**config.mk**
```make
export PLATFORM = sky130hd
export DESIGN_NAME = char_lcd_nibble_sequencer
export DESIGN_NICKNAME = d
export VERILOG_FILES = /design/src/rtl/core/lcdns_pkg.sv /design/src/rtl/core/char_lcd_nibble_sequencer.sv /design/src/rtl/core/lcdns_cfg_regs.sv /design/src/rtl/core/lcdns_phase_dp.sv
export SDC_FILE = /design/constraint.sdc
export NUM_CORES = 1
export LEC_CHECK = 0
export ABC_CLOCK_PERIOD_IN_PS = 4170
export BUFFER_PORTS_ARGS = -buffer_cell sky130_fd_sc_hd__buf_2
export CAP_MARGIN = 20
export CORE_ASPECT_RATIO = 1.1
export CORE_UTILIZATION = 59
export CTS_CLUSTER_DIAMETER = 120
export CTS_CLUSTER_SIZE = 12
export DETAILED_ROUTE_END_ITERATION = 10
export GPL_ROUTABILITY_DRIVEN = 0
export MAX_ROUTING_LAYER = met4
export PLACE_DENSITY = 0.86
export SYNTH_ARGS = -nofsm -noshare
export SYNTH_HDL_FRONTEND = slang
export SYNTH_HIERARCHICAL = 1
export SYNTH_SLANG_ARGS = --single-unit
```
**constraint.sdc**
```tcl
create_clock -name i_clk -period 4.17 [get_ports i_clk]
set_input_delay 0.834 -clock i_clk [delete_from_list [all_inputs] [get_ports i_clk]]
set_output_delay 0.834 -clock i_clk [all_outputs]
set_load 0.05 [all_outputs]
```
**src/rtl/core/lcdns_pkg.sv**
```systemverilog
// Shared types, codes and microcode table of the display nibble sequencer
`default_nettype none

package lcdns_pkg;

    localparam int CFG_IDX_W  = 3;
    localparam int CFG_DATA_W = 16;
    localparam int HOLD_W     = 17;
    localparam int UADDR_W    = 5;

    localparam logic [CFG_IDX_W-1:0] CFG_ENABLE_HIGH = 3'd0;
    localparam logic [CFG_IDX_W-1:0] CFG_NIBBLE_GAP  = 3'd1;
    localparam logic [CFG_IDX_W-1:0] CFG_SETTLE      = 3'd2;
    localparam logic [CFG_IDX_W-1:0] CFG_LONG_WAIT   = 3'd3;
    localparam logic [CFG_IDX_W-1:0] CFG_INIT_FIRST  = 3'd4;
    localparam logic [CFG_IDX_W-1:0] CFG_INIT_WAIT   = 3'd5;

    localparam logic [2:0] MODE_INIT   = 3'd0;
    localparam logic [2:0] MODE_CMD    = 3'd1;
    localparam logic [2:0] MODE_DATA   = 3'd2;
    localparam logic [2:0] MODE_CURSOR = 3'd3;
    localparam logic [2:0] MODE_CLEAR  = 3'd4;
    localparam logic [2:0] MODE_HOME   = 3'd5;

    localparam logic [7:0] CMD_CLEAR = 8'h01;
    localparam logic [7:0] CMD_HOME  = 8'h02;

    localparam logic [UADDR_W-1:0] UA_INIT = 5'd0;
    localparam logic [UADDR_W-1:0] UA_BYTE = 5'd24;

    typedef struct packed {
        logic [7:0]  enable_high_us;
        logic [9:0]  nibble_gap_us;
        logic [9:0]  settle_us;
        logic [15:0] long_wait_us;
        logic [15:0] init_first_wait_us;
        logic [9:0]  init_wait_us;
    } t_cfg;

    typedef enum logic [1:0] {
        NS_CONST,
        NS_HI,
        NS_LO
    } t_nsrc;

    typedef enum logic [2:0] {
        HS_ENH,
        HS_GAP,
        HS_SETTLE,
        HS_SETTLE_LONG,
        HS_SETTLE_CLONG,
        HS_IFIRST,
        HS_IWAIT
    } t_hsel;

    typedef struct packed {
        logic       en;
        t_nsrc      nsrc;
        logic [3:0] nib;
        t_hsel      hsel;
        logic       fin;
    } t_uword;

    function automatic t_uword uw(input logic en, input t_nsrc nsrc, input logic [3:0] nib,
                                  input t_hsel hsel, input logic fin);
        t_uword w;
        w.en   = en;
        w.nsrc = nsrc;
        w.nib  = nib;
        w.hsel = hsel;
        w.fin  = fin;
        return w;
    endfunction

    function automatic t_uword ucode(input logic [UADDR_W-1:0] a);
        t_uword w;
        case (a)
            5'd0:    w = uw(1'b1, NS_CONST, 4'h3, HS_ENH,          1'b0);
            5'd1:    w = uw(1'b0, NS_CONST, 4'h3, HS_IFIRST,       1'b0);
            5'd2:    w = uw(1'b1, NS_CONST, 4'h3, HS_ENH,          1'b0);
            5'd3:    w = uw(1'b0, NS_CONST, 4'h3, HS_IWAIT,        1'b0);
            5'd4:    w = uw(1'b1, NS_CONST, 4'h3, HS_ENH,          1'b0);
            5'd5:    w = uw(1'b0, NS_CONST, 4'h3, HS_IWAIT,        1'b0);
            5'd6:    w = uw(1'b1, NS_CONST, 4'h2, HS_ENH,          1'b0);
            5'd7:    w = uw(1'b0, NS_CONST, 4'h2, HS_IWAIT,        1'b0);
            5'd8:    w = uw(1'b1, NS_CONST, 4'h2, HS_ENH,          1'b0);
            5'd9:    w = uw(1'b0, NS_CONST, 4'h2, HS_GAP,          1'b0);
            5'd10:   w = uw(1'b1, NS_CONST, 4'h8, HS_ENH,          1'b0);
            5'd11:   w = uw(1'b0, NS_CONST, 4'h8, HS_SETTLE,       1'b0);
            5'd12:   w = uw(1'b1, NS_CONST, 4'h0, HS_ENH,          1'b0);
            5'd13:   w = uw(1'b0, NS_CONST, 4'h0, HS_GAP,          1'b0);
            5'd14:   w = uw(1'b1, NS_CONST, 4'hC, HS_ENH,          1'b0);
            5'd15:   w = uw(1'b0, NS_CONST, 4'hC, HS_SETTLE,       1'b0);
            5'd16:   w = uw(1'b1, NS_CONST, 4'h0, HS_ENH,          1'b0);
            5'd17:   w = uw(1'b0, NS_CONST, 4'h0, HS_GAP,          1'b0);
            5'd18:   w = uw(1'b1, NS_CONST, 4'h6, HS_ENH,          1'b0);
            5'd19:   w = uw(1'b0, NS_CONST, 4'h6, HS_SETTLE,       1'b0);
            5'd20:   w = uw(1'b1, NS_CONST, 4'h0, HS_ENH,          1'b0);
            5'd21:   w = uw(1'b0, NS_CONST, 4'h0, HS_GAP,          1'b0);
            5'd22:   w = uw(1'b1, NS_CONST, 4'h1, HS_ENH,          1'b0);
            5'd23:   w = uw(1'b0, NS_CONST, 4'h1, HS_SETTLE_LONG,  1'b1);
            5'd24:   w = uw(1'b1, NS_HI,    4'h0, HS_ENH,          1'b0);
            5'd25:   w = uw(1'b0, NS_HI,    4'h0, HS_GAP,          1'b0);
            5'd26:   w = uw(1'b1, NS_LO,    4'h0, HS_ENH,          1'b0);
            5'd27:   w = uw(1'b0, NS_LO,    4'h0, HS_SETTLE_CLONG, 1'b1);
            default: w = uw(1'b0, NS_CONST, 4'h0, HS_GAP,          1'b1);
        endcase
        return w;
    endfunction

endpackage

`default_nettype wire

```
**src/rtl/core/char_lcd_nibble_sequencer.sv**
```systemverilog
// Top level: microcode sequencer that turns display requests into bus phases
//
//  channel   dir  handshake                 payload
//  in        in   i_in_valid / o_in_stall   i_in_mode, i_in_value, i_in_row, i_in_column
//  out       out  o_out_valid / i_out_stall o_out_reg_select, o_out_enable_pin,
//                                           o_out_data_nibble, o_out_hold_us, o_out_last
//  cfg       in   i_cfg_valid / o_cfg_ready i_cfg_index, i_cfg_data
//
//  One control word per cycle while the output is not stalled, one phase per word: a
//  byte request gives four phases and init 24, after the accept; the step counter sets this pace.
//  The next request is taken the cycle after its final phase enters the output register.
//  Modes 6 and 7 are taken and produce no phase.
//  Reset loads the timing defaults and idles the sequencer; no clearing pass.
//  Output stall freezes the output register and the step counter.
`default_nettype none

module char_lcd_nibble_sequencer import lcdns_pkg::*; (
    input  wire logic                  i_clk,
    input  wire logic                  i_rst_n,
    input  wire logic                  i_in_valid,
    output logic                       o_in_stall,
    input  wire logic [2:0]            i_in_mode,
    input  wire logic [7:0]            i_in_value,
    input  wire logic                  i_in_row,
    input  wire logic [5:0]            i_in_column,
    output logic                       o_out_valid,
    input  wire logic                  i_out_stall,
    output logic                       o_out_reg_select,
    output logic                       o_out_enable_pin,
    output logic [3:0]                 o_out_data_nibble,
    output logic [HOLD_W-1:0]          o_out_hold_us,
    output logic                       o_out_last,
    input  wire logic                  i_cfg_valid,
    output logic                       o_cfg_ready,
    input  wire logic [CFG_IDX_W-1:0]  i_cfg_index,
    input  wire logic [CFG_DATA_W-1:0] i_cfg_data
);

    typedef enum logic {
        ST_IDLE,
        ST_RUN
    } t_state;

    t_state              r_state;
    logic [UADDR_W-1:0]  r_step;
    logic [7:0]          r_byte;
    logic                r_rs;
    logic                r_long;
    logic                r_out_valid;
    logic                r_out_rs;
    logic                r_out_en;
    logic [3:0]          r_out_nib;
    logic [HOLD_W-1:0]   r_out_hold;
    logic                r_out_last;

    t_cfg                w_cfg;
    t_uword              w_uword;
    logic                w_accept;
    logic                w_load;
    logic                w_enable;
    logic [3:0]          w_nibble;
    logic [HOLD_W-1:0]   w_hold;

    lcdns_cfg_regs u_cfg (
        .i_clk   (i_clk),
        .i_rst_n (i_rst_n),
        .i_wr    (i_cfg_valid),
        .i_index (i_cfg_index),
        .i_data  (i_cfg_data),
        .o_cfg   (w_cfg)
    );

    assign w_uword = ucode(r_step);

    lcdns_phase_dp u_dp (
        .i_uword  (w_uword),
        .i_cfg    (w_cfg),
        .i_byte   (r_byte),
        .i_long   (r_long),
        .o_enable (w_enable),
        .o_nibble (w_nibble),
        .o_hold   (w_hold)
    );

    assign w_accept = i_in_valid && (r_state == ST_IDLE);
    assign w_load   = (r_state == ST_RUN) && (!r_out_valid || !i_out_stall);

    always_ff @(posedge i_clk) begin
        if (!i_rst_n) begin
            r_state     <= ST_IDLE;
            r_step      <= UA_INIT;
            r_out_valid <= 1'b0;
        end else begin
            if (w_accept) begin
                r_step <= UA_BYTE;
                r_rs   <= 1'b0;
                r_long <= 1'b0;
                r_byte <= i_in_value;
                case (i_in_mode)
                    MODE_INIT: begin
                        r_state <= ST_RUN;
                        r_step  <= UA_INIT;
                    end
                    MODE_CMD: begin
                        r_state <= ST_RUN;
                    end
                    MODE_DATA: begin
                        r_state <= ST_RUN;
                        r_rs    <= 1'b1;
                    end
                    MODE_CURSOR: begin
                        r_state <= ST_RUN;
                        r_byte  <= {1'b1, i_in_row, i_in_column};
                    end
                    MODE_CLEAR: begin
                        r_state <= ST_RUN;
                        r_byte  <= CMD_CLEAR;
                        r_long  <= 1'b1;
                    end
                    MODE_HOME: begin
                        r_state <= ST_RUN;
                        r_byte  <= CMD_HOME;
                        r_long  <= 1'b1;
                    end
                    default: begin
                        r_state <= ST_IDLE;
                    end
                endcase
            end

            if (w_load) begin
                r_step      <= r_step + UADDR_W'(1);
                r_out_valid <= 1'b1;
                r_out_rs    <= r_rs;
                r_out_en    <= w_enable;
                r_out_nib   <= w_nibble;
                r_out_hold  <= w_hold;
                r_out_last  <= w_uword.fin;
                if (w_uword.fin) begin
                    r_state <= ST_IDLE;
                end
            end else if (!i_out_stall) begin
                r_out_valid <= 1'b0;
            end
        end
    end

    assign o_in_stall        = (r_state != ST_IDLE);
    assign o_out_valid       = r_out_valid;
    assign o_out_reg_select  = r_out_rs;
    assign o_out_enable_pin  = r_out_en;
    assign o_out_data_nibble = r_out_nib;
    assign o_out_hold_us     = r_out_hold;
    assign o_out_last        = r_out_last;
    assign o_cfg_ready       = 1'b1;

endmodule

`default_nettype wire

```
**src/rtl/core/lcdns_cfg_regs.sv**
```systemverilog
// Timing register file of the display nibble sequencer
`default_nettype none

module lcdns_cfg_regs import lcdns_pkg::*; (
    input  wire logic                  i_clk,
    input  wire logic                  i_rst_n,
    input  wire logic                  i_wr,
    input  wire logic [CFG_IDX_W-1:0]  i_index,
    input  wire logic [CFG_DATA_W-1:0] i_data,
    output t_cfg                       o_cfg
);

    t_cfg r_cfg;

    always_ff @(posedge i_clk) begin
        if (!i_rst_n) begin
            r_cfg.enable_high_us     <= 8'd1;
            r_cfg.nibble_gap_us      <= 10'd50;
            r_cfg.settle_us          <= 10'd100;
            r_cfg.long_wait_us       <= 16'd5000;
            r_cfg.init_first_wait_us <= 16'd5000;
            r_cfg.init_wait_us       <= 10'd150;
        end else if (i_wr) begin
            case (i_index)
                CFG_ENABLE_HIGH: r_cfg.enable_high_us     <= i_data[7:0];
                CFG_NIBBLE_GAP:  r_cfg.nibble_gap_us      <= i_data[9:0];
                CFG_SETTLE:      r_cfg.settle_us          <= i_data[9:0];
                CFG_LONG_WAIT:   r_cfg.long_wait_us       <= i_data;
                CFG_INIT_FIRST:  r_cfg.init_first_wait_us <= i_data;
                CFG_INIT_WAIT:   r_cfg.init_wait_us       <= i_data[9:0];
                default: begin
                end
            endcase
        end
    end

    assign o_cfg = r_cfg;

endmodule

`default_nettype wire

```
**src/rtl/core/lcdns_phase_dp.sv**
```systemverilog
// Phase datapath: decodes one control word into nibble, enable and hold time
`default_nettype none

module lcdns_phase_dp import lcdns_pkg::*; (
    input  t_uword                 i_uword,
    input  t_cfg                   i_cfg,
    input  wire logic [7:0]        i_byte,
    input  wire logic              i_long,
    output logic                   o_enable,
    output logic [3:0]             o_nibble,
    output logic [HOLD_W-1:0]      o_hold
);

    logic [HOLD_W-1:0] w_a;
    logic [HOLD_W-1:0] w_b;
    logic [HOLD_W-1:0] w_base;

    always_comb begin
        case (i_uword.nsrc)
            NS_HI:   o_nibble = i_byte[7:4];
            NS_LO:   o_nibble = i_byte[3:0];
            default: o_nibble = i_uword.nib;
        endcase
    end

    always_comb begin
        w_base = HOLD_W'(i_cfg.nibble_gap_us);
        w_a    = '0;
        w_b    = '0;
        case (i_uword.hsel)
            HS_ENH: begin
                w_base = HOLD_W'(i_cfg.enable_high_us);
            end
            HS_SETTLE: begin
                w_a = HOLD_W'(i_cfg.settle_us);
            end
            HS_SETTLE_LONG: begin
                w_a = HOLD_W'(i_cfg.settle_us);
                w_b = HOLD_W'(i_cfg.long_wait_us);
            end
            HS_SETTLE_CLONG: begin
                w_a = HOLD_W'(i_cfg.settle_us);
                w_b = i_long ? HOLD_W'(i_cfg.long_wait_us) : '0;
            end
            HS_IFIRST: begin
                w_a = HOLD_W'(i_cfg.init_first_wait_us);
            end
            HS_IWAIT: begin
                w_a = HOLD_W'(i_cfg.init_wait_us);
            end
            default: begin
            end
        endcase
    end

    assign o_hold   = w_base + w_a + w_b;
    assign o_enable = i_uword.en;

endmodule

`default_nettype wire

```
# Word-level counts from Yosys, hierarchy flattened
# Memory sizes are Yosys's and may differ from the RTL's. A register that Yosys moved wholly into a read port is not among the register bits.
# Cells that the tools add are included.
# totals
memories	1
regBits	111
wordCells	79
romBits	352
output_inout_bits	27
input_bits	42
# memory_table
name	depth	word_bits	read_ports	rd_clocked_by_memory_dff	write_ports	line_no	text
(no name shown)	32	11	1	1	0	lcdns_pkg.sv:77	case (a)
# op_classes
n_eq_ne	18
n_reduce_logical	20
n_addsub	3
n_bitwise	1
mux	19
# ops
operator	count
16-bit case mux with 3 select lines	1
17-bit case mux with 2 select lines	1
5-bit two-way mux	5
8-bit case mux with 3 select lines	1
3-bit equality test, second input constant	7
3-bit by 2-bit equality test with 1-bit output, second input constant	6
10-bit by 16-bit adder with 17-bit output	1
17-bit adder	1
16-bit two-way mux	1
2-bit AND reduction	8
10-bit two-way mux	1
3-bit logical NOT	3
1-bit two-way mux	8
4-bit case mux with 2 select lines	1
3-bit by 1-bit equality test with 1-bit output, second input constant	2
6-bit OR reduction	1
5-bit by 1-bit adder with 5-bit output, second input constant	1
3-bit OR reduction	1
2-bit by 1-bit equality test with 1-bit output, second input constant	1
2-bit equality test, second input constant	1
1-bit logical AND	2
1-bit logical NOT	2
2-bit by 1-bit inequality test with 1-bit output, second input constant	1
2-bit nonzero test	1
3 further kinds	3

# Logic depth before layout (Yosys ltp)
# Gate-level depths: netlist (run 1).
# depth
ltp_word	6
mapped_depth	16
depth_no_buf	14

# Cells and area by module
# The synthesis (run 1) kept the hierarchy.
# by_module_without_submodules
module	cells_per_inst	n_inst	seq_area_each_um2	area_per_inst_um2
lcdns_cfg_regs	263	1	1401.3	2725.1
char_lcd_nibble_sequencer	169	1	1381.3	2128.3
lcdns_phase_dp	240	1	0.0	1746.7

# Worst setup path after synthesis (run 1)
# OpenSTA, ideal clock, no wires.
# synth_path
kind	reg-to-reg
startpoint	register, netlist name w_uword[3]
endpoint	register r_out_hold[11] (netlist: o_out_hold_us[11]), data pin
synth_period_minus_slack_ns	3.377
slack_ns	0.793
arrival_ns	3.117
setup_ns	0.259
t_required_ns	3.911
path_buffers	1
stages_incl_launch_ff	14
cell_sequence	dfxtp_1 > clkbuf_1 > nor3_2 > mux2i_1 > fa_1 > inv_1 > ha_1 > inv_1 > fa_1 > nor2b_4 > o2111ai_2 > a21boi_2 > a41oi_1 > xnor2_1
# synth_via
elab_chain_len	5
word_cells_on_any_way	12
classes_between	add/sub: 2; eq/ne: 5; mux: 3; reduce/logical: 2
# synth_rtl
item	line_no	text
3-bit by 2-bit equality test with 1-bit output / 3-bit equality test (equally long branches)	lcdns_phase_dp.sv:30	case (i_uword.hsel)
3-bit OR reduction (no source line)	n/a	
16-bit case mux with 3 select lines	lcdns_phase_dp.sv:30	
10-bit by 16-bit adder with 17-bit output	lcdns_phase_dp.sv:56	assign o_hold = w_base + w_a + w_b;
17-bit adder (*)	lcdns_phase_dp.sv:56	
net w_hold[11]	char_lcd_nibble_sequencer.sv:62	logic [HOLD_W-1:0] w_hold;
end signal: assignment	char_lcd_nibble_sequencer.sv:137	r_out_hold <= w_hold;
end: declaration	char_lcd_nibble_sequencer.sv:53	logic [HOLD_W-1:0] r_out_hold;
# The timed path passes the listed nets; every way through them passes the cells marked *.
# A chain may end at the register's enable or synchronous reset.

# Worst setup path in the final report (run 1)
# layout_path
startpoint	register, netlist name w_uword[2]
endpoint	register r_out_hold[15] (netlist: o_out_hold_us[15]), data pin
# layout_via
elab_chain_len	5
word_cells_on_any_way	12
classes_between	add/sub: 2; eq/ne: 5; mux: 3; reduce/logical: 2
# layout_rtl
item	line_no
3-bit by 2-bit equality test with 1-bit output / 3-bit equality test (equally long branches)	lcdns_phase_dp.sv:30
3-bit OR reduction (no source line)	n/a
16-bit case mux with 3 select lines	lcdns_phase_dp.sv:30
10-bit by 16-bit adder with 17-bit output	lcdns_phase_dp.sv:56
17-bit adder (*)	lcdns_phase_dp.sv:56
net w_hold[15]	char_lcd_nibble_sequencer.sv:62
# Marked as above.

==> results of run 1 <==
==> critical path, delay by kind of cell (launching register included) <==
kind,cells,cell delay (ns)
buffers and inverters,2,0.13
and+or+nand+nor,3,0.77
adders and majority gates,3,1.03
AOI/OAI and AO/OA,6,1.19
DFF,1,0.44
==> cells in the mapped netlist (3+ instances only) <==
| cell type | count | area, um2 |
|---|---|---|
| nand2_1 | 123 | 461.7 |
| mux2i_1 | 89 | 890.9 |
| dfxtp_1 | 88 | 1762 |
| nor2b_1 | 44 | 275.3 |
| edfxtp_1 | 34 | 1021 |
| inv_1 | 25 | 93.84 |
| ha_1 | 24 | 300.3 |
| and2_1 | 22 | 137.6 |
| clkbuf_1 | 19 | 71.32 |
| o21ai_0 | 18 | 90.09 |
| a21oi_1 | 16 | 80.08 |
| o21ai_1 | 14 | 70.07 |
| nor2_1 | 13 | 48.80 |
| a22oi_1 | 12 | 90.09 |
| buf_2 | 12 | 60.06 |
| fa_1 | 11 | 220.2 |
| nand3_1 | 7 | 35.03 |
| xnor2_1 | 7 | 61.31 |
| a31oi_1 | 5 | 31.28 |
| buf_4 | 5 | 37.54 |
| a21o_1 | 4 | 30.03 |
| nand4_1 | 4 | 25.02 |
| o221ai_1 | 4 | 35.03 |
| nor3_1 | 3 | 15.01 |
| o21a_1 | 3 | 22.52 |
| xor2_1 | 3 | 26.28 |
==> where the power goes <==
part	internal [mW]	leakage (nW)	switching (mW)
clock	1.02	0.313	0.525
sequential	1.26	1.04	0.0251
combinational	0.112	1.99	0.199
total	2.39	3.35	0.749
==> registers in the layout (all words and copies together) (netlist names) <==
register / count
r_long: 1
o_out_last: 1
o_out_valid: 1
u_cfg/o_cfg: 70
o_out_data_nibble: 4
r_step: 5
r_rs: 1
o_in_stall: 1
w_uword: 11
o_out_enable_pin: 1
o_out_hold_us: 17
r_byte: 8
o_out_reg_select: 1
==> logic make-up after synthesis <==
group / synth area share [%]
compound gates: 11.64
flops: 42.16
fa+ha+maj: 8.038
other cells: 0.05682
buf+inv: 4.493
xor+xnor: 1.327
mux: 13.50
simple gates: 18.79
==> worst paths after layout <==
kind                             from                          end  slack (ns)  depth (start not counted)
hold reg to reg   w_uword[10]$_DFF_P_   o_out_enable_pin$_DFFE_PP_        0.42                          0
hold / removal    w_uword[10]$_DFF_P_   o_out_enable_pin$_DFFE_PP_        0.42                          0
setup / recovery   w_uword[2]$_DFF_P_  o_out_hold_us[15]$_DFFE_PP_        0.37                         14
setup reg to reg   w_uword[2]$_DFF_P_  o_out_hold_us[15]$_DFFE_PP_        0.37                         14
==> cells in the final DEF (no fill, tap or decap), types with 4 or more instances in the layout <==
cell type / Yosys / final
and2_1: 22 / 22
ha_1: 24 / 24
nand4_1: 4 / 4
o21ai_0: 18 / 18
nand2_1: 123 / 123
fa_1: 11 / 11
nor2_1: 13 / 13
a21oi_1: 16 / 16
clkbuf_8: 0 / 4
edfxtp_1: 34 / 34
o221ai_1: 4 / 4
xnor2_1: 7 / 7
inv_1: 25 / 25
o21ai_1: 14 / 14
buf_2: 12 / 67
nor2b_1: 44 / 44
a22oi_1: 12 / 12
clkbuf_16: 0 / 19
a31oi_1: 5 / 5
nand3_1: 7 / 7
dfxtp_1: 88 / 88
a21o_1: 4 / 4
buf_4: 5 / 7
mux2i_1: 89 / 89
==> stage by stage <==
stage	utilization, %	power, mW	std cells	setup slack [ns]	instance area (um2)
finish	69.76	3.138	886	0.3650	7611
detailed placement	63.93	1.612	854	0.4076	6975
global placement	63.93	1.597	854	0.6314	6975
CTS	69.76	3.147	886	0.4017	7611
floorplan	-	1.530	672	0.7934	6600
global route	69.76	3.234	886	0.08043	7611
==> routing by layer <==
metal  track usage (%)  up-vias
met4             10.61        0
met5                 -        -
met1             34.95     2484
met2             43.64      196
li1                  -     2468
met3             6.918       34
==> area by class of cell <==
class                   instances  area share [%]
multi-input cells             485           46.26
clock buffers                  24           7.020
flip-flops and latches        122           36.56
inverters                      26           1.315
well taps                     147           2.417
clock inverters                 8           1.332
repair buffers                 74           5.096
==> out/results.txt, run 1 <==
Die area = 11610 um2
CTS tree = yes
Register area share after synthesis = 42.16%
Post-synth ARST share = 0%
Router iterations before antenna repair = 5
Core Footprint = 10910 um2
Max-cap violations = 0
Routed len/inst = 17.03 um
RSZ-0062 raised after global routing = no
H-tree levels = 4
TritonCTS buffer count = 17
Least-Margin Pin Slew = 1.084 ns
CTS sink count = 122
Hold crit path type = reg2reg
Mapped Cells = 672
Clk_skew = 0.006430 ns
Syn Nets = 749
CP endpoint kind = flip-flop
Antenna violations before repair = 0
Fin Setup TNS = 0 ns
Layout overhead on the synthesized area = 15.32%
Fmax = 262.8 MHz
Pins Over Slew Limit = 0
I/O pins = 69
First-pass GRT wire length = 24.24 mm
Uppermost layer routed = met4
Yosys reg bits = 122
Pin count of the biggest net entering global routing = 99
Final Hold Vio Count = 0
Met1 wire length = 6.645 mm
Via count = 5182
Worst skew pair latency = 0.42 ns
Die W = 102.8 um
Port Buf Inserts = 67
Nets = 803
Crit-path cells = nor2b_1 > nand2_1 > o21ai_1 > a22oi_1 > fa_1 > inv_1 > ha_1 > inv_1 > fa_1 > nor2b_4 > o2111ai_2 > a21boi_2 > a311o_1 > o211a_1
Number of distinct library cells after synthesis = 74
PwrDens = 412.3 nW/um2
Die Y-Extent = 112.9 um
GR Util All Layers = 27.99%
Critical Path Fanout Max = 11
Setup Buffers After CTS = 0
DR vias/cell = 5.849
Reg clk slew, reported paths = 0.05 ns
Drt drc = 0
Required time worst endpoint = 4.34 ns
Synthesized area = 6600 um2
CTS root buf = clkbuf_16
Clock buffer depth = 2
Final HPWL DP = 10.16 mm
CP max-delay cell = nor2b_1
Slowest cell delay on critical path = 0.59 ns
Final hold slack = 0.4166 ns
Synth warn = 6
# diodes = 0
Effective utilization at floorplan = 60.49%
Area taken by multi-input logic gates = 3521 um2
Grt ovf = 0
Setup-failing EPs final = 0
Number of global-route vias before repair = 5146
CTS Hold Bufs = 0
Drt first-iter violations = 515
Worst Path Arrival = 3.97 ns
Tcrit/Tclk final = 91.25%
Final ANT Viol Nets = 0
Max VDD drop = 0.2616 mV
Pleak = 3.346 nW
Most used flip-flop cell after synthesis = dfxtp_1
Status = completed
Tmin final = 3.805 ns
Post-CTS sizing = 0
Worst slew margin = 25.68%
FF+latch area = 2783 um2
Num rows = 40
Share of cells above drive strength 1 = 17.46%
Drt total wl = 15.09 mm
Critical path class = reg2reg
Number of flops mapped to enable cells by yosys = 34
FILL cells = 801
Post-synthesis area per instance = 9.822 um2
WL met3 = 916 um
Met2 wire length = 7.252 mm
CP Launch Type = flip-flop
Power figures use the tool's default switching activity.
==> run 2, diff against run 1 <==
ABC_AREA = 1   (was not set)
BUFFER_PORTS_ARGS = -buffer_cell sky130_fd_sc_hd__clkbuf_2   (was -buffer_cell sky130_fd_sc_hd__buf_2)
CORE_UTILIZATION = 35   (was 59)
PLACE_DENSITY = 0.58   (was 0.86)
==> out/results.txt, run 2 <==
Area share of the largest cell type after synthesis = 26.84%
Tot Pwr = 3.067 mW
R2r worst-path depth = 13
Drt total wl = 16.49 mm
Worst skew pair latency = 0.43 ns
Layout overhead on the synthesized area = 17.31%
Via count = 5691
Synth warn = 6
Post-CTS sizing = 0
GR Util All Layers = 18.29%
Number of distinct library cells after synthesis = 35
CTS root buf = clkbuf_16
Antenna violations before repair = 0
Final Hold Vio Count = 0
Number of global-route vias before repair = 5306
Design Area, Final = 7700 um2
First-pass GRT wire length = 26.49 mm
Clk_skew = 0.01267 ns
I/O pins = 69
Number of flops mapped to enable cells by yosys = 34
Worst slew margin = 33.00%
Port Buf Inserts = 67
Drt drc = 0
Routed len/inst = 13.35 um
Post-synthesis area per instance = 7.221 um2
FILL cells = 1896
Sw Ratio = 27.73%
Final HPWL DP = 12.08 mm
Die area = 19310 um2
Setup crit start = w_uword[3]$_DFF_P_
CTS tree = yes
Tcrit/Tclk final = 74.88%
End point of the critical path = o_out_hold_us[16]$_DFFE_PP_
Most frequent cell after synthesis = nand2_1
Synthesized area = 6564 um2
Share of cells above drive strength 1 = 13.81%
Die W = 132.6 um
Fmax = 320.2 MHz
DR vias/cell = 4.608
Switch Pwr = 850.5 uW
Hold crit path type = reg2reg
Setup Buffers After CTS = 0
Status = completed
Yosys reg bits = 122
CP endpoint kind = flip-flop
Nets = 1056
Synth area leaders = dfxtp_1 (27%), edfxtp_1 (16%), nand2_1 (14%), nor2_1 (8.5%), inv_1 (7.9%)
Final ANT Viol Nets = 0
CTS sink count = 122
Fin cells = 1235
Least-Margin Pin Slew = 1.004 ns
Leading area contributor after synthesis = dfxtp_1
Effective utilization at floorplan = 35.65%
Pins Over Slew Limit = 0
Num rows = 52
Grt ovf = 0
# diodes = 0
Tmin final = 3.123 ns
Core Footprint = 18410 um2
Router iterations before antenna repair = 5
Worst Path Arrival = 3.31 ns
Placed instance area = 7137 um2
Reg2reg end = o_out_hold_us[16]$_DFFE_PP_
Syn Nets = 986
Critical Path Fanout Max = 10
CP Launch Type = flip-flop
Most common cell after layout, fill and taps aside = nand2_1
Clk pwr share = 46.0%
Pin count of the biggest net entering global routing = 71
Post-synth ARST share = 0%
PwrDens = 398.3 nW/um2
Clock buffer depth = 2
Reg2reg start = w_uword[3]$_DFF_P_
Highest-count cells in the layout ignoring fill and taps = nand2_1 (242), nor2_1 (148), inv_1 (139), nand3_1 (90), dfxtp_1 (88)
Setup-failing EPs final = 0
Register area share after synthesis = 42.39%
H-tree levels = 4
Post-synth top cells = nand2_1 (242), nor2_1 (149), inv_1 (139)
Placed Cells = 1203
Reg2reg setup slack = 1.05 ns
Most used flip-flop cell after synthesis = dfxtp_1
Reg clk slew, reported paths = 0.06 ns
Mapped Cells = 909
TritonCTS buffer count = 17
Critical path class = reg2reg
Logic gate share of total power = 11.6%
Drt first-iter violations = 332
RSZ-0062 raised after global routing = no
Die Y-Extent = 145.6 um
Max-cap violations = 0
Final hold slack = 0.4206 ns
Required time worst endpoint = 4.35 ns
Largest register FFs = 70
Fin Setup TNS = 0 ns
CTS Hold Bufs = 0
Max VDD drop = 0.2973 mV
Seq pwr share = 42.4%
Pleak = 3.785 nW
Internal power = 2.217 mW
-- run 2: layer usage --
layer	GRT usage, %	wire [um]	vias up
li1	-	-	2978
met1	21.68	7439	2582
met2	30.76	8253	110
met3	3.553	566	21
met4	6.494	233	0
met5	-	0	-
-- run 2: metrics by stage --
stage | setup WS, ns | util (%)
6_report | 1.047 | 41.82
5_1_grt | 0.7714 | 41.82
4_1_cts | 1.061 | 41.82
3_5_place_dp | 1.071 | 38.76
3_3_place_gp | 1.144 | 38.76
2_1_floorplan | 1.388 | -
-- run 2: worst min path at each step --
stage | start | end | slack [ns] | cells past startpoint
6_report | r_rs$_DFFE_PP_ | o_out_reg_select$_DFFE_PP_ | 0.42 | 0
5_1_grt | r_rs$_DFFE_PP_ | o_out_reg_select$_DFFE_PP_ | 0.44 | 0
4_1_cts | r_rs$_DFFE_PP_ | o_out_reg_select$_DFFE_PP_ | 0.43 | 0
3_5_place_dp | w_uword[10]$_DFF_P_ | o_out_enable_pin$_DFFE_PP_ | 0.40 | 0
3_3_place_gp | w_uword[10]$_DFF_P_ | o_out_enable_pin$_DFFE_PP_ | 0.39 | 0
2_1_floorplan | r_rs$_DFFE_PP_ | o_out_reg_select$_DFFE_PP_ | 0.40 | 0
-- run 2: critical path, cell delays in order, from the launching register on --
cell,delay (ns)
dfxtp_1,0.41
nand3_1,0.36
o22ai_1,0.29
a21oi_1,0.10
fa_1,0.55
inv_1,0.04
ha_1,0.34
or2_2,0.34
nand3_1,0.09
nand2_1,0.11
nand2_1,0.10
nand2_1,0.05
nand2_1,0.05
nand2_1,0.04
-- run 2: layout make-up --
class	instances	area [um2]	area share [%]
well taps	243	304.0	3.949
inverters	147	551.8	7.166
multi-input cells	619	3126	40.59
repair buffers	72	372.9	4.842
clock buffers	18	439.2	5.704
flip-flops and latches	122	2783	36.14
clock inverters	14	123.9	1.609
-- run 2: kinds of logic (layout without fill, tap and decap cells) --
logic type | count (synthesis) | count (layout) | synth area share [%]
compound gates | 54 | 54 | 4.975
xor+xnor | 7 | 7 | 0.9341
fa+ha+maj | 35 | 35 | 7.930
buf+inv | 168 | 251 | 10.03
flops | 122 | 122 | 42.39
mux | 8 | 8 | 1.258
other cells | 1 | 1 | 0.05713
simple gates | 514 | 514 | 32.42
-- run 2: power by group through the flow --
| stage | Combinational [mW] | Sequential, mW | Clock (mW) |
|---|---|---|---|
| 3_5_place_dp | 0.355 | 1.33 | 0 |
| 4_1_cts | 0.357 | 1.30 | 1.43 |
| 2_1_floorplan | 0.213 | 1.36 | 0 |
| 3_3_place_gp | 0.354 | 1.33 | 0 |
| 6_report | 0.355 | 1.30 | 1.41 |
| 5_1_grt | 0.394 | 1.31 | 1.49 |
==> run 3, diff against run 2 <==
ABC_CLOCK_PERIOD_IN_PS = 2700   (was 4170)
PLACE_DENSITY = 0.6   (was 0.58)
clock period = 2.7 ns   (was 4.17 ns; I/O delays follow)
==> out/results.txt, run 3 (synthesized netlist as in run 2, its figures left out) <==
Pin count of the biggest net entering global routing = 73
Crit path setup slack, layout = -0.1817 ns
Max VDD drop = 0.4430 mV
Placed Cells = 1240
Core Footprint = 18410 um2
Die area = 19310 um2
Critical Path Fanout Max = 8
Grt ovf = 0
GR Util All Layers = 18.85%
Num rows = 52
Worst skew pair latency = 0.42 ns
Router iterations before antenna repair = 5
CTS tree = yes
Max-cap violations = 0
Tmin final = 2.882 ns
Most common cell after layout, fill and taps aside = nand2_1
Drt drc = 0
Tot Pwr = 4.847 mW
CTS root buf = clkbuf_16
I/O pins = 69
CP Launch Type = flip-flop
CTS sink count = 122
Layout overhead on the synthesized area = 29.32%
CP endpoint kind = flip-flop
Fin cells = 1279
FILL cells = 1830
Number of global-route vias before repair = 5787
Effective utilization at floorplan = 35.65%
Clock buffer depth = 2
Final ANT Viol Nets = 0
CTS Hold Bufs = 0
Setup-failing EPs final = 12
Reg clk slew, reported paths = 0.05 ns
Worst slew margin = 46.93%
Clk_skew = 0.008633 ns
RSZ-0062 raised after global routing = yes
Status = finished with violations
PwrDens = 571.0 nW/um2
Nets = 1101
Drt total wl = 17.15 mm
Critical path class = reg2reg
Final HPWL DP = 12.42 mm
Die W = 132.6 um
H-tree levels = 4
Hold crit path type = in2reg
Pleak = 4.041 nW
Largest register FFs = 70
Final Hold Vio Count = 0
Die Y-Extent = 145.6 um
Share of cells above drive strength 1 = 24.13%
Via count = 5952
Least-Margin Pin Slew = 0.7931 ns
First-pass GRT wire length = 27.72 mm
# diodes = 0
Final hold slack = 0.3434 ns
Drt first-iter violations = 357
TritonCTS buffer count = 17
Port Buf Inserts = 67
Tcrit/Tclk final = 106.7%
Antenna violations before repair = 0
Pins Over Slew Limit = 0
Highest-count cells in the layout ignoring fill and taps = nand2_1 (221), nor2_1 (143), inv_1 (134), dfxtp_1 (85), nand3_1 (83)
Routed len/inst = 13.41 um
Required time worst endpoint = 2.87 ns
Failing checks = setup timing
Fmax = 347.0 MHz
Worst Path Arrival = 3.05 ns
DR vias/cell = 4.654
run 3: cell types whose count changed in the layout (fill, tap and decap cells not counted), sizes merged:
cell      previous run  this run
buf                  5        49
clkbuf              85        90
clkinv               9         5
clkinvlp             3         0
a21oi               32        33
bufinv               1         2
run 3: timing repair:
| action | 4_1_cts | 5_1_grt |
|---|---|---|
| setup endpoints to repair | 12 | 13 |
| pin swaps | 18 | 9 |
| resized for setup | 64 | 23 |
| buffers inserted | 4 | 3 |
| gates cloned | 1 | 0 |
run 3: stage by stage:
stage	area, um2	setup WS, ns	setup TNS, ns	utilization, %
after floorplan	6596	0.01907	0	-
after detailed placement	7472	-0.2658	-2.278	40.58
after global routing	8488	-0.2899	-2.685	46.10
after global placement	7472	-0.1893	-1.648	40.58
final	8488	-0.1817	-1.224	46.10
after CTS	8377	-0.1067	-0.6551	45.49
run 3: path summary, 6_finish.rpt:
check                       from                           end  slack [ns]  cells after the start
max           w_uword[1]$_DFF_P_    o_out_hold_us[7]$_DFFE_PP_       -0.18                     15
min               i_cfg_data[12]  u_cfg/o_cfg[22]$_SDFFE_PN1P_        0.34                      3
max reg2reg   w_uword[1]$_DFF_P_    o_out_hold_us[7]$_DFFE_PP_       -0.18                     15
min reg2reg  w_uword[10]$_DFF_P_    o_out_enable_pin$_DFFE_PP_        0.40                      0
run 3: critical path, cell delays in order (launching register included):
cell and delay [ns]:
dfxtp_4 0.36, nor2_4 0.16, buf_6 0.14, nand2_4 0.05, o21ai_4 0.18, buf_12 0.16
nand2_1 0.06, fa_1 0.50, inv_1 0.07, ha_4 0.26, nand2_1 0.09, inv_1 0.07
a21oi_2 0.16, nand2_2 0.11, buf_6 0.14, xor2_2 0.14
run 3: layout make-up:
class / count / area, um2 / share of cell area, %
Tap cell: 243 / 304.0 / 3.582
Clock buffer: 23 / 469.2 / 5.528
Multi-Input combinational cell: 620 / 3533 / 41.63
Sequential cell: 122 / 2791 / 32.89
Clock inverter: 8 / 92.59 / 1.091
Timing Repair Buffer: 116 / 743.2 / 8.756
Inverter: 147 / 554.3 / 6.530
run 3: power breakdown:
group / switching, mW / leakage (nW) / internal (mW) / total, mW
logic: 0.414 / 2.73 / 0.240 / 0.654
clock network: 0.784 / 0.281 / 1.40 / 2.18
registers: 0.0415 / 1.03 / 1.97 / 2.01
run 3: metal layers:
metal / vias to the layer above / routed length (um) / GRT usage (%)
li1: 3069 / - / -
met1: 2772 / 7357 / 21.41
met2: 85 / 8970 / 33.16
met3: 26 / 476 / 3.553
met4: 0 / 343 / 6.149
met5: - / 0 / -
